**config.mk**
```make
export PLATFORM = sky130hd
export DESIGN_NAME = cpjs_math
export DESIGN_NICKNAME = d
export VERILOG_FILES = /design/src/rtl/core/cpjs_pkg.sv /design/src/rtl/core/cpjs_math.sv
export SDC_FILE = /design/constraint.sdc
export NUM_CORES = 2
export LEC_CHECK = 0
export ABC_AREA = 1
export BUFFER_PORTS_ARGS = -buffer_cell sky130_fd_sc_hd__buf_2
export CAP_MARGIN = 25
export CORE_UTILIZATION = 65
export CTS_CLUSTER_DIAMETER = 200
export DETAILED_ROUTE_END_ITERATION = 8
export GPL_TIMING_DRIVEN = 0
export HOLD_SLACK_MARGIN = 0.03
export PLACE_DENSITY_LB_ADDON = 0.2
export SYNTH_ARGS = -nofsm -noshare
export SYNTH_HDL_FRONTEND = slang
export SYNTH_SLANG_ARGS = --single-unit
```
**constraint.sdc**
```tcl
create_clock -name clock -period 10.7 [get_ports clock]
set_input_delay 1.07 -clock clock [delete_from_list [all_inputs] [get_ports clock]]
set_output_delay 1.07 -clock clock [all_outputs]
set_load 0.005 [all_outputs]
```
**src/rtl/core/cpjs_pkg.sv**
```systemverilog
// ----------------------------------------------------------------------------
// cpjs_pkg
// Shared types, widths and constants of the column pair divergence block.
// ----------------------------------------------------------------------------
package cpjs_pkg;

   // Default storage size and value format.
   localparam int MAX_ROWS_DEF = 1024;
   localparam int MAX_COLS_DEF = 64;
   localparam int FRAC_BITS    = 24;

   // Field and register widths.
   localparam int VALUE_W    = 48;
   localparam int ROWS_W     = 11;
   localparam int COLS_W     = 7;
   localparam int PSEUDO_W   = 24;
   localparam int ROW_IDX_W  = 10;
   localparam int COL_IDX_W  = 6;
   localparam int DIV_OUT_W  = 32;
   localparam int CSR_ADDR_W = 4;
   localparam int CSR_DATA_W = 32;

   // Datapath widths.
   localparam int SUM_W      = 64;
   localparam int NUM_W      = VALUE_W + 1;
   localparam int PROB_W     = 33;
   localparam int PSUM_W     = 34;
   localparam int LOG_W      = 38;
   localparam int MUL_A_W    = 33;
   localparam int MUL_HALF_W = 20;
   localparam int MUL_PP_W   = MUL_A_W + MUL_HALF_W;
   localparam int PROD_W     = 73;
   localparam int ACC_W      = 64;
   localparam int DIFF_W     = 40;

   // Register reset values.
   localparam logic [ROWS_W-1:0]   ROWS_RESET   = ROWS_W'(1024);
   localparam logic [COLS_W-1:0]   COLS_RESET   = COLS_W'(64);
   localparam logic [PSEUDO_W-1:0] PSEUDO_RESET =
      PSEUDO_W'(((64'd1 << FRAC_BITS) + 64'd5000) / 64'd10000);

   // ln(2) in Q0.32.
   localparam logic [31:0] LN2_Q32 = 32'd2977044472;

   typedef enum logic {
      CMD_LOAD,
      CMD_QUERY
   } cmd_type;

   typedef enum logic {
      STATUS_OK,
      STATUS_RANGE
   } status_type;

   typedef enum logic [1:0] {
      CSR_ROWS,
      CSR_COLS,
      CSR_PSEUDO
   } csr_index_type;

   typedef enum logic [1:0] {
      MATH_DIV,
      MATH_LOG,
      MATH_MUL
   } math_op_type;

   typedef enum logic [2:0] {
      M_IDLE,
      M_DIV,
      M_NORM,
      M_SQR,
      M_MUL_HI
   } math_phase_type;

   typedef struct packed {
      logic        start;
      math_op_type op;
   } math_req_type;

   typedef struct packed {
      logic busy;
      logic done;
   } math_rsp_type;

   typedef enum logic [4:0] {
      S_IDLE,
      S_CHECK,
      S_SUM_RD_A,
      S_SUM_RD_B,
      S_SUM_CAP,
      S_P2_RD_A,
      S_P2_RD_B,
      S_P2_CAP,
      S_DIV_GO,
      S_DIV_WAIT,
      S_LOGS_GO,
      S_LOGS_WAIT,
      S_TERM_GO,
      S_TERM_LOG_WAIT,
      S_TERM_MUL_WAIT,
      S_ROW_NEXT,
      S_FIN_GO,
      S_FIN_WAIT,
      S_RESULT
   } state_type;

endpackage

```
**src/rtl/core/cpjs_math.sv**
```systemverilog
// ----------------------------------------------------------------------------
// cpjs_math
// Shared multicycle arithmetic unit: Q0.32 divider, base-2 logarithm by
// repeated squaring, and a 33 x 40 multiplier built from two partial products.
// ----------------------------------------------------------------------------
module cpjs_math (
   input  logic                        clock,
   input  logic                        reset,
   input  cpjs_pkg::math_req_type      req,
   input  logic [cpjs_pkg::SUM_W-1:0]  opa,
   input  logic [cpjs_pkg::SUM_W-1:0]  opb,
   output cpjs_pkg::math_rsp_type      rsp,
   output logic [cpjs_pkg::PROD_W-1:0] result
);

   import cpjs_pkg::*;

   math_phase_type phase_ff, phase_in;
   logic done_ff, done_in;
   logic [SUM_W-1:0] rem_ff, rem_in;
   logic [SUM_W-1:0] den_ff, den_in;
   logic [31:0] quo_ff, quo_in;
   logic [5:0] cnt_ff, cnt_in;
   logic [PSUM_W-1:0] lx_ff, lx_in;
   logic [5:0] le_ff, le_in;
   logic [31:0] y_ff, y_in;
   logic [31:0] frac_ff, frac_in;
   logic [MUL_A_W-1:0] ma_ff, ma_in;
   logic [MUL_HALF_W-1:0] mb_hi_ff, mb_hi_in;
   logic [PROD_W-1:0] prod_ff, prod_in;
   logic [PROD_W-1:0] res_ff, res_in;

   logic [SUM_W-1:0] div_sh;
   logic div_take;
   logic [SUM_W-1:0] rem_next;
   logic [31:0] quo_next;
   logic [63:0] sq;
   logic [32:0] yn;
   logic [31:0] frac_next;
   logic [MUL_A_W-1:0] mul_a;
   logic [MUL_HALF_W-1:0] mul_b;
   logic [MUL_PP_W-1:0] pp;

   // Next phase.
   always_comb begin
      phase_in = phase_ff;
      unique case (phase_ff)
         M_IDLE: begin
            if (req.start) begin
               unique case (req.op)
                  MATH_DIV: phase_in = (opa >= opb) ? M_IDLE : M_DIV;
                  MATH_LOG: phase_in = M_NORM;
                  MATH_MUL: phase_in = M_MUL_HI;
                  default:  phase_in = M_IDLE;
               endcase
            end
         end
         M_DIV:    phase_in = (cnt_ff == 6'd1) ? M_IDLE : M_DIV;
         M_NORM:   phase_in = lx_ff[PSUM_W-1] ? M_SQR : M_NORM;
         M_SQR:    phase_in = (cnt_ff == 6'd1) ? M_IDLE : M_SQR;
         M_MUL_HI: phase_in = M_IDLE;
         default:  phase_in = M_IDLE;
      endcase
   end

   // Status outputs.
   always_comb begin
      rsp.busy = (phase_ff != M_IDLE);
      rsp.done = done_ff;
      result   = res_ff;
   end

   // One restoring division step, one squaring step, one partial product.
   always_comb begin
      div_sh    = {rem_ff[SUM_W-2:0], 1'b0};
      div_take  = rem_ff[SUM_W-1] || (div_sh >= den_ff);
      rem_next  = div_take ? (div_sh - den_ff) : div_sh;
      quo_next  = {quo_ff[30:0], div_take};
      sq        = 64'(y_ff) * 64'(y_ff);
      yn        = sq[63:31];
      frac_next = {frac_ff[30:0], yn[32]};
      mul_a     = (phase_ff == M_IDLE) ? opa[MUL_A_W-1:0] : ma_ff;
      mul_b     = (phase_ff == M_IDLE) ? opb[MUL_HALF_W-1:0] : mb_hi_ff;
      pp        = MUL_PP_W'(mul_a) * MUL_PP_W'(mul_b);
   end

   // Datapath register updates.
   always_comb begin
      done_in  = 1'b0;
      rem_in   = rem_ff;
      den_in   = den_ff;
      quo_in   = quo_ff;
      cnt_in   = cnt_ff;
      lx_in    = lx_ff;
      le_in    = le_ff;
      y_in     = y_ff;
      frac_in  = frac_ff;
      ma_in    = ma_ff;
      mb_hi_in = mb_hi_ff;
      prod_in  = prod_ff;
      res_in   = res_ff;
      unique case (phase_ff)
         M_IDLE: begin
            if (req.start) begin
               unique case (req.op)
                  MATH_DIV: begin
                     if (opa >= opb) begin
                        // A share of the whole is exactly one.
                        res_in  = PROD_W'(64'h1_0000_0000);
                        done_in = 1'b1;
                     end else begin
                        rem_in = opa;
                        den_in = opb;
                        quo_in = '0;
                        cnt_in = 6'd32;
                     end
                  end
                  MATH_LOG: begin
                     lx_in = opa[PSUM_W-1:0];
                     le_in = 6'(PSUM_W - 1);
                  end
                  MATH_MUL: begin
                     prod_in  = PROD_W'(pp);
                     ma_in    = opa[MUL_A_W-1:0];
                     mb_hi_in = opb[2*MUL_HALF_W-1:MUL_HALF_W];
                  end
                  default: begin
                     done_in = 1'b0;
                  end
               endcase
            end
         end
         M_DIV: begin
            rem_in = rem_next;
            quo_in = quo_next;
            cnt_in = cnt_ff - 6'd1;
            if (cnt_ff == 6'd1) begin
               res_in  = PROD_W'(quo_next);
               done_in = 1'b1;
            end
         end
         M_NORM: begin
            // Shift the leading one to the top, a byte at a time where possible.
            if (lx_ff[PSUM_W-1]) begin
               y_in    = lx_ff[PSUM_W-1:2];
               frac_in = '0;
               cnt_in  = 6'd32;
            end else if (lx_ff[PSUM_W-1:PSUM_W-8] == 8'd0) begin
               lx_in = lx_ff << 8;
               le_in = le_ff - 6'd8;
            end else begin
               lx_in = lx_ff << 1;
               le_in = le_ff - 6'd1;
            end
         end
         M_SQR: begin
            frac_in = frac_next;
            y_in    = yn[32] ? yn[32:1] : yn[31:0];
            cnt_in  = cnt_ff - 6'd1;
            if (cnt_ff == 6'd1) begin
               res_in  = PROD_W'({le_ff, frac_next});
               done_in = 1'b1;
            end
         end
         M_MUL_HI: begin
            res_in  = prod_ff + (PROD_W'(pp) << MUL_HALF_W);
            done_in = 1'b1;
         end
         default: begin
            done_in = 1'b0;
         end
      endcase
   end

   // Control registers.
   always_ff @(posedge clock) begin
      if (reset) begin
         phase_ff <= M_IDLE;
         done_ff  <= 1'b0;
      end else begin
         phase_ff <= phase_in;
         done_ff  <= done_in;
      end
   end

   // Datapath registers.
   always_ff @(posedge clock) begin
      rem_ff   <= rem_in;
      den_ff   <= den_in;
      quo_ff   <= quo_in;
      cnt_ff   <= cnt_in;
      lx_ff    <= lx_in;
      le_ff    <= le_in;
      y_ff     <= y_in;
      frac_ff  <= frac_in;
      ma_ff    <= ma_in;
      mb_hi_ff <= mb_hi_in;
      prod_ff  <= prod_in;
      res_ff   <= res_in;
   end

   // A completion pulse only comes once the unit is free again.
   a_done_idle: assert property (@(posedge clock) disable iff (reset)
      done_ff |-> (phase_ff == M_IDLE))
      else $error("math unit signals done while busy");

   // The squaring mantissa always stays normalized to one or more.
   a_sqr_norm: assert property (@(posedge clock) disable iff (reset)
      (phase_ff == M_SQR) |-> y_ff[31])
      else $error("log mantissa lost its leading one");

   // The partial remainder of a division stays below the divisor.
   a_div_rem: assert property (@(posedge clock) disable iff (reset)
      (phase_ff == M_DIV) |-> (rem_ff < den_ff))
      else $error("division remainder reached the divisor");

endmodule

```
== Word-level counts from Yosys, hierarchy flattened ==
Cells that the tools add are included.

* Input port bits: 133
* Register bits: 451
* Word-level logic and storage cells: 109

* Order comparisons: 2
* Multiplexer cells: 49
* Equal/unequal tests: 16
* Add/sub/neg operators: 5
* Multipliers: 2
* Reduce and logical (&&, ||, !) cells: 19
* Bitwise logic cells: 1

{| class="wikitable"
|+ Operator list
! kind !! number
|-
| 2-to-1 mux 73 bit || 5
|-
| one-hot mux 73 bit (4 select lines) || 1
|-
| 2-to-1 mux 64 bit || 4
|-
| 2-to-1 mux 34 bit || 4
|-
| greater-or-equal comparator 64 bit || 2
|-
| one-hot mux 64 bit (2 select lines) || 1
|-
| 2-to-1 mux 31 bit || 4
|-
| one-hot mux 31 bit (2 select lines) || 2
|-
| adder 53 x 73 -> 73 bit || 1
|-
| one-hot mux 34 bit (2 select lines) || 1
|-
| multiplier 32 x 32 -> 64 bit || 1
|-
| 2-to-1 mux 32 bit || 2
|-
| one-hot mux 32 bit (2 select lines) || 1
|-
| subtractor 64 bit || 1
|-
| multiplier 33 x 20 -> 53 bit || 1
|-
| 2-to-1 mux 6 bit || 8
|-
| 2-to-1 mux 33 bit || 1
|-
| 2-to-1 mux 20 bit || 1
|-
| one-hot mux 6 bit (3 select lines) || 1
|-
| != test 2 bit (second input constant) || 7
|-
| one-hot mux 3 bit (4 select lines) || 1
|-
| one-hot mux 6 bit (2 select lines) || 1
|-
| AND reduction 4 bit || 3
|-
| subtractor 6 x 1 -> 6 bit (second input constant) || 2
|-
| other kinds (26) || 38
|}

== Logic depth before layout (Yosys ltp) ==
* Depth in word-level cells: 5
* Depth in mapped cells: 50
* Gate-level depth less buffers: 47

== Worst setup path after synthesis ==
OpenSTA, ideal clock, no wires.

* Path kind: input-to-reg
* From: input port req[1] (netlist name)
* To: register ma_ff[0] (enable)
* Arrival time: 8.598 ns
* Buffers on the path: 0
* Setup slack: 1.401 ns
* Cell stages on the path: 3
* Required time: 9.998 ns
* Setup time: 0.701 ns
* Path through: inv_1 or2_2 nor3_1

* Longest elaborated chain between the ends: 2

{| class="wikitable"
|+ RTL lines
! element !! line !! RTL
|-
| start, declared || cpjs_math.sv:9 || <nowiki>input cpjs_pkg::math_req_type req,</nowiki>
|-
| == test 2 bit || cpjs_math.sv:105 || <nowiki>unique case (req.op)</nowiki>
|-
| AND reduction 3 bit (no line) || -- ||
|-
| end signal, assigned || cpjs_math.sv:196 || <nowiki>ma_ff <= ma_in;</nowiki>
|-
| end, declared || cpjs_math.sv:28 || <nowiki>logic [MUL_A_W-1:0] ma_ff, ma_in;</nowiki>
|}

No other way between the ends.
A chain may end at the register's enable or synchronous reset.

== Worst setup path in the final report ==
* From: register phase_ff[2]
* To: register res_ff[61] (netlist: result[61]), data pin

* Longest elaborated chain between the ends: 5
* Elaborated cells between the ends (all ways): 9
* Classes of those cells: 1 x add/sub; 1 x mul; 3 x eq/ne; 3 x mux; 1 x reduce/logical

{| class="wikitable"
|+ RTL lines
! element !! line !! RTL
|-
| start, declared || cpjs_math.sv:18 || <nowiki>math_phase_type phase_ff, phase_in;</nowiki>
|-
| start signal, assigned || cpjs_math.sv:181 || <nowiki>phase_ff <= phase_in;</nowiki>
|-
| logical NOT 3 bit * || cpjs_math.sv:82, cpjs_math.sv:83 ||
|-
| 2-to-1 mux 33 bit / 2-to-1 mux 20 bit (equally long branches) || cpjs_math.sv:82, cpjs_math.sv:83 ||
|-
| multiplier 33 x 20 -> 53 bit * || cpjs_math.sv:84 || <nowiki>pp = MUL_PP_W'(mul_a) * MUL_PP_W'(mul_b);</nowiki>
|-
| via pp[32] || cpjs_math.sv:42 || <nowiki>logic [MUL_PP_W-1:0] pp;</nowiki>
|-
| adder 53 x 73 -> 73 bit * || cpjs_math.sv:166 || <nowiki>res_in = prod_ff + (PROD_W'(pp) << MUL_HALF_W);</nowiki>
|-
| one-hot mux 73 bit (4 select lines) * || cpjs_math.sv:102 || <nowiki>unique case (phase_ff)</nowiki>
|-
| via res_in[61] || cpjs_math.sv:31 || <nowiki>logic [PROD_W-1:0] res_ff, res_in;</nowiki>
|-
| end signal, assigned || cpjs_math.sv:199 || <nowiki>res_ff <= res_in;</nowiki>
|-
| end, declared || cpjs_math.sv:31 ||
|}

The timed path passes the listed nets; every way through them passes the cells marked *.

==> impl_metrics.json <==
{
  "rr_startpoint": "phase_ff[2]",
  "post_drt_wl_per_cell_um": 23.9,
  "clk_latency_ns": 0.67,
  "status": "finished clean",
  "hold_path_class": "reg2reg",
  "initial_core_util_pct": 65.9,
  "io_pins": 208,
  "hold_depth": 2,
  "worstPathMaxFanout": 10,
  "portBuffers": 207,
  "slew_headroom_pct": 17.9,
  "crit_slowest_cell": "fa_1",
  "finalInstanceArea_um2": 85100,
  "dpl_cell_area_um2": 82900,
  "first_pass_iters": 9,
  "fp.dieH_um": 351,
  "setup_tns_ns": 0,
  "rr_worst_depth": 43,
  "synth_top_area_share_pct": 34.4,
  "die_w_um": 351,
  "wl_um": 280000,
  "area.growth.synth_to_final_pct": 7.24,
  "rrSetupSlack_ns": 0.32,
  "postSynthCellCount": 9734,
  "root_buffer": "clkbuf_16",
  "dieArea_um2": 123000,
  "hold_ws_ns": 0.521,
  "min_from": "quo_ff[6]",
  "h-tree-depth": 2,
  "finalCritPeriodShare_pct": 97.0,
  "via_per_inst": 5.83,
  "finalCriticalPeriod_ns": 10.38,
  "final-setup-viol-count": 0,
  "skew_ns": 0.0470,
  "tightest_slew_ns": 1.23,
  "row_count": 127,
  "coreArea_um2": 120000,
  "numCtsBuffers": 51,
  "arrival_ns": 10.79,
  "synth_area_leaders": "fa_1, edfxtp_1, inv_1",
  "ys_ff_latch": 451,
  "async_flop_share_pct": 0,
  "maxCapViolCount": 0,
  "max_freq_ghz": 0.0963,
  "startpoint": "phase_ff[2]",
  "ys.flop_type": "edfxtp_1",
  "gp_congestion": 1.09,
  "grt_antenna_before_repair": 27,
  "synth_top_area_cell": "fa_1",
  "path_class": "reg2reg",
  "end_kind": "flip-flop",
  "layout_common_cells": "inv_1, nand2_1, fa_1",
  "grt_start_max_net_pins": 74,
  "clkTransAtPathRegs_ns": 0.07,
  "ys_warn_count": 0,
  "grt_remaining_overflow": 0,
  "cpMostUsedCell": "inv_1",
  "startpoint_type": "flip-flop",
  "num_vias": 68300,
  "maxSlewViolCount": 0,
  "route.detailed.drc": 0,
  "dr.first_iter.drc_count": 8043,
  "grt_usage_pct": 46.7,
  "cts_buffer_depth": 3,
  "cpPeakStageDelay_ns": 0.71,
  "seq_area_frac_synth_pct": 17.0,
  "syn-cell-area_um2": 79300,
  "synth_edf_count": 447,
  "synth_cell_types": 67,
  "hpwlAfterDp_um": 236000,
  "hold_viol": 0,
  "first_global_vias": 70500,
  "crit_required_ns": 11.10,
  "final_core_util_pct": 70.6,
  "final_net_count": 12200,
  "cts_tree": "yes",
  "layout_commonest_cell": "inv_1",
  "synth_area_per_cell_um2": 8.15,
  "grt_pass1_wl_um": 421000,
  "cts.sinks": 451,
  "synth_fp_nets": 11800,
  "ant_nets": 0,
  "drive_gt1_share_pct": 6.24
}
state kept, by name, indices dropped and copies added, names as in the netlist:
register,count
result,73
den_ff,64
rem_ff,64
prod_ff,53
lx_ff,34
ma_ff,33
y_ff,32
frac_ff,31
quo_ff,31
mb_hi_ff,20
cnt_ff,6
le_ff,6
phase_ff,3
done_ff,1
synthesized netlist by cell type (all sizes together), types with 37 or more instances:
| library cell | count |
|---|---|
| nor3 | 37 |
| inv | 2602 |
| xnor2 | 64 |
| nand4 | 52 |
| clkbuf | 213 |
| nand3 | 280 |
| nor2 | 879 |
| a21oi | 344 |
| edfxtp | 447 |
| buf | 49 |
| xor2 | 69 |
| o21ai | 317 |
| nand2 | 2130 |
| a31oi | 45 |
| fa | 1362 |
| ha | 603 |
path summary, 6_finish.rpt:
| kind | endpoint |
|---|---|
| min reg2reg | quo_ff[7] |
| min | quo_ff[7] |
| max | result[61] |
| max reg2reg | result[61] |
cell families after synthesis:
kind of cell             Yosys count  share of synthesized area [%]
buffers and inverters           2876                           13.7
AO/OA/AOI/OAI                    885                           6.46
adder cells (fa/ha/maj)         1965                           43.9
AND/OR/NAND/NOR                 3424                           17.4
XOR/XNOR                         133                           1.50
flip-flops                       451                           17.0
layout make-up:
class	count	area (um2)
Timing Repair Buffer	273	1800
Tap cell	1612	2020
Multi-Input combinational cell	6407	55100
Inverter	2614	9830
Buffer	255	1110
Antenna cell	15	37.5
Fill cell	9753	35400
Sequential cell	451	13500
Clock inverter	33	340
Clock buffer	59	1330
worst max-delay path: cells and delay by family (launching register included):
kind / cells / cell delay [ns]
compound gates: 7 / 1.04
flops: 1 / 0.32
buf+inv: 14 / 2.37
xor+xnor: 1 / 0.38
simple gates: 12 / 1.57
fa+ha+maj: 9 / 4.43
per-stage QoR:
stage | cells | setup WS [ns]
floorplan | 9734 | 1.40
global placement | 11600 | -2.07
CTS | 11700 | 0.00200
global route | 11700 | -0.131
finish | 11700 | 0.319
detailed placement | 11600 | -0.217
layer usage:
metal  global-route usage [%]  routed length (um)
met1                     56.3               97100
met2                     71.0              123000
met3                     14.6               36000
met4                     33.5               24500
met5                        0                 224
repair_timing:
item / CTS / global route
gates resized for setup: 8 / 124
pin swaps: 0 / 5
hold buffers: 0 / 0
setup buffers: 0 / 13
endpoints found under the setup margin: 6 / 34
Power is not shown: default switching activity piles up to over one toggle a cycle in this logic, so the estimate is an artifact.
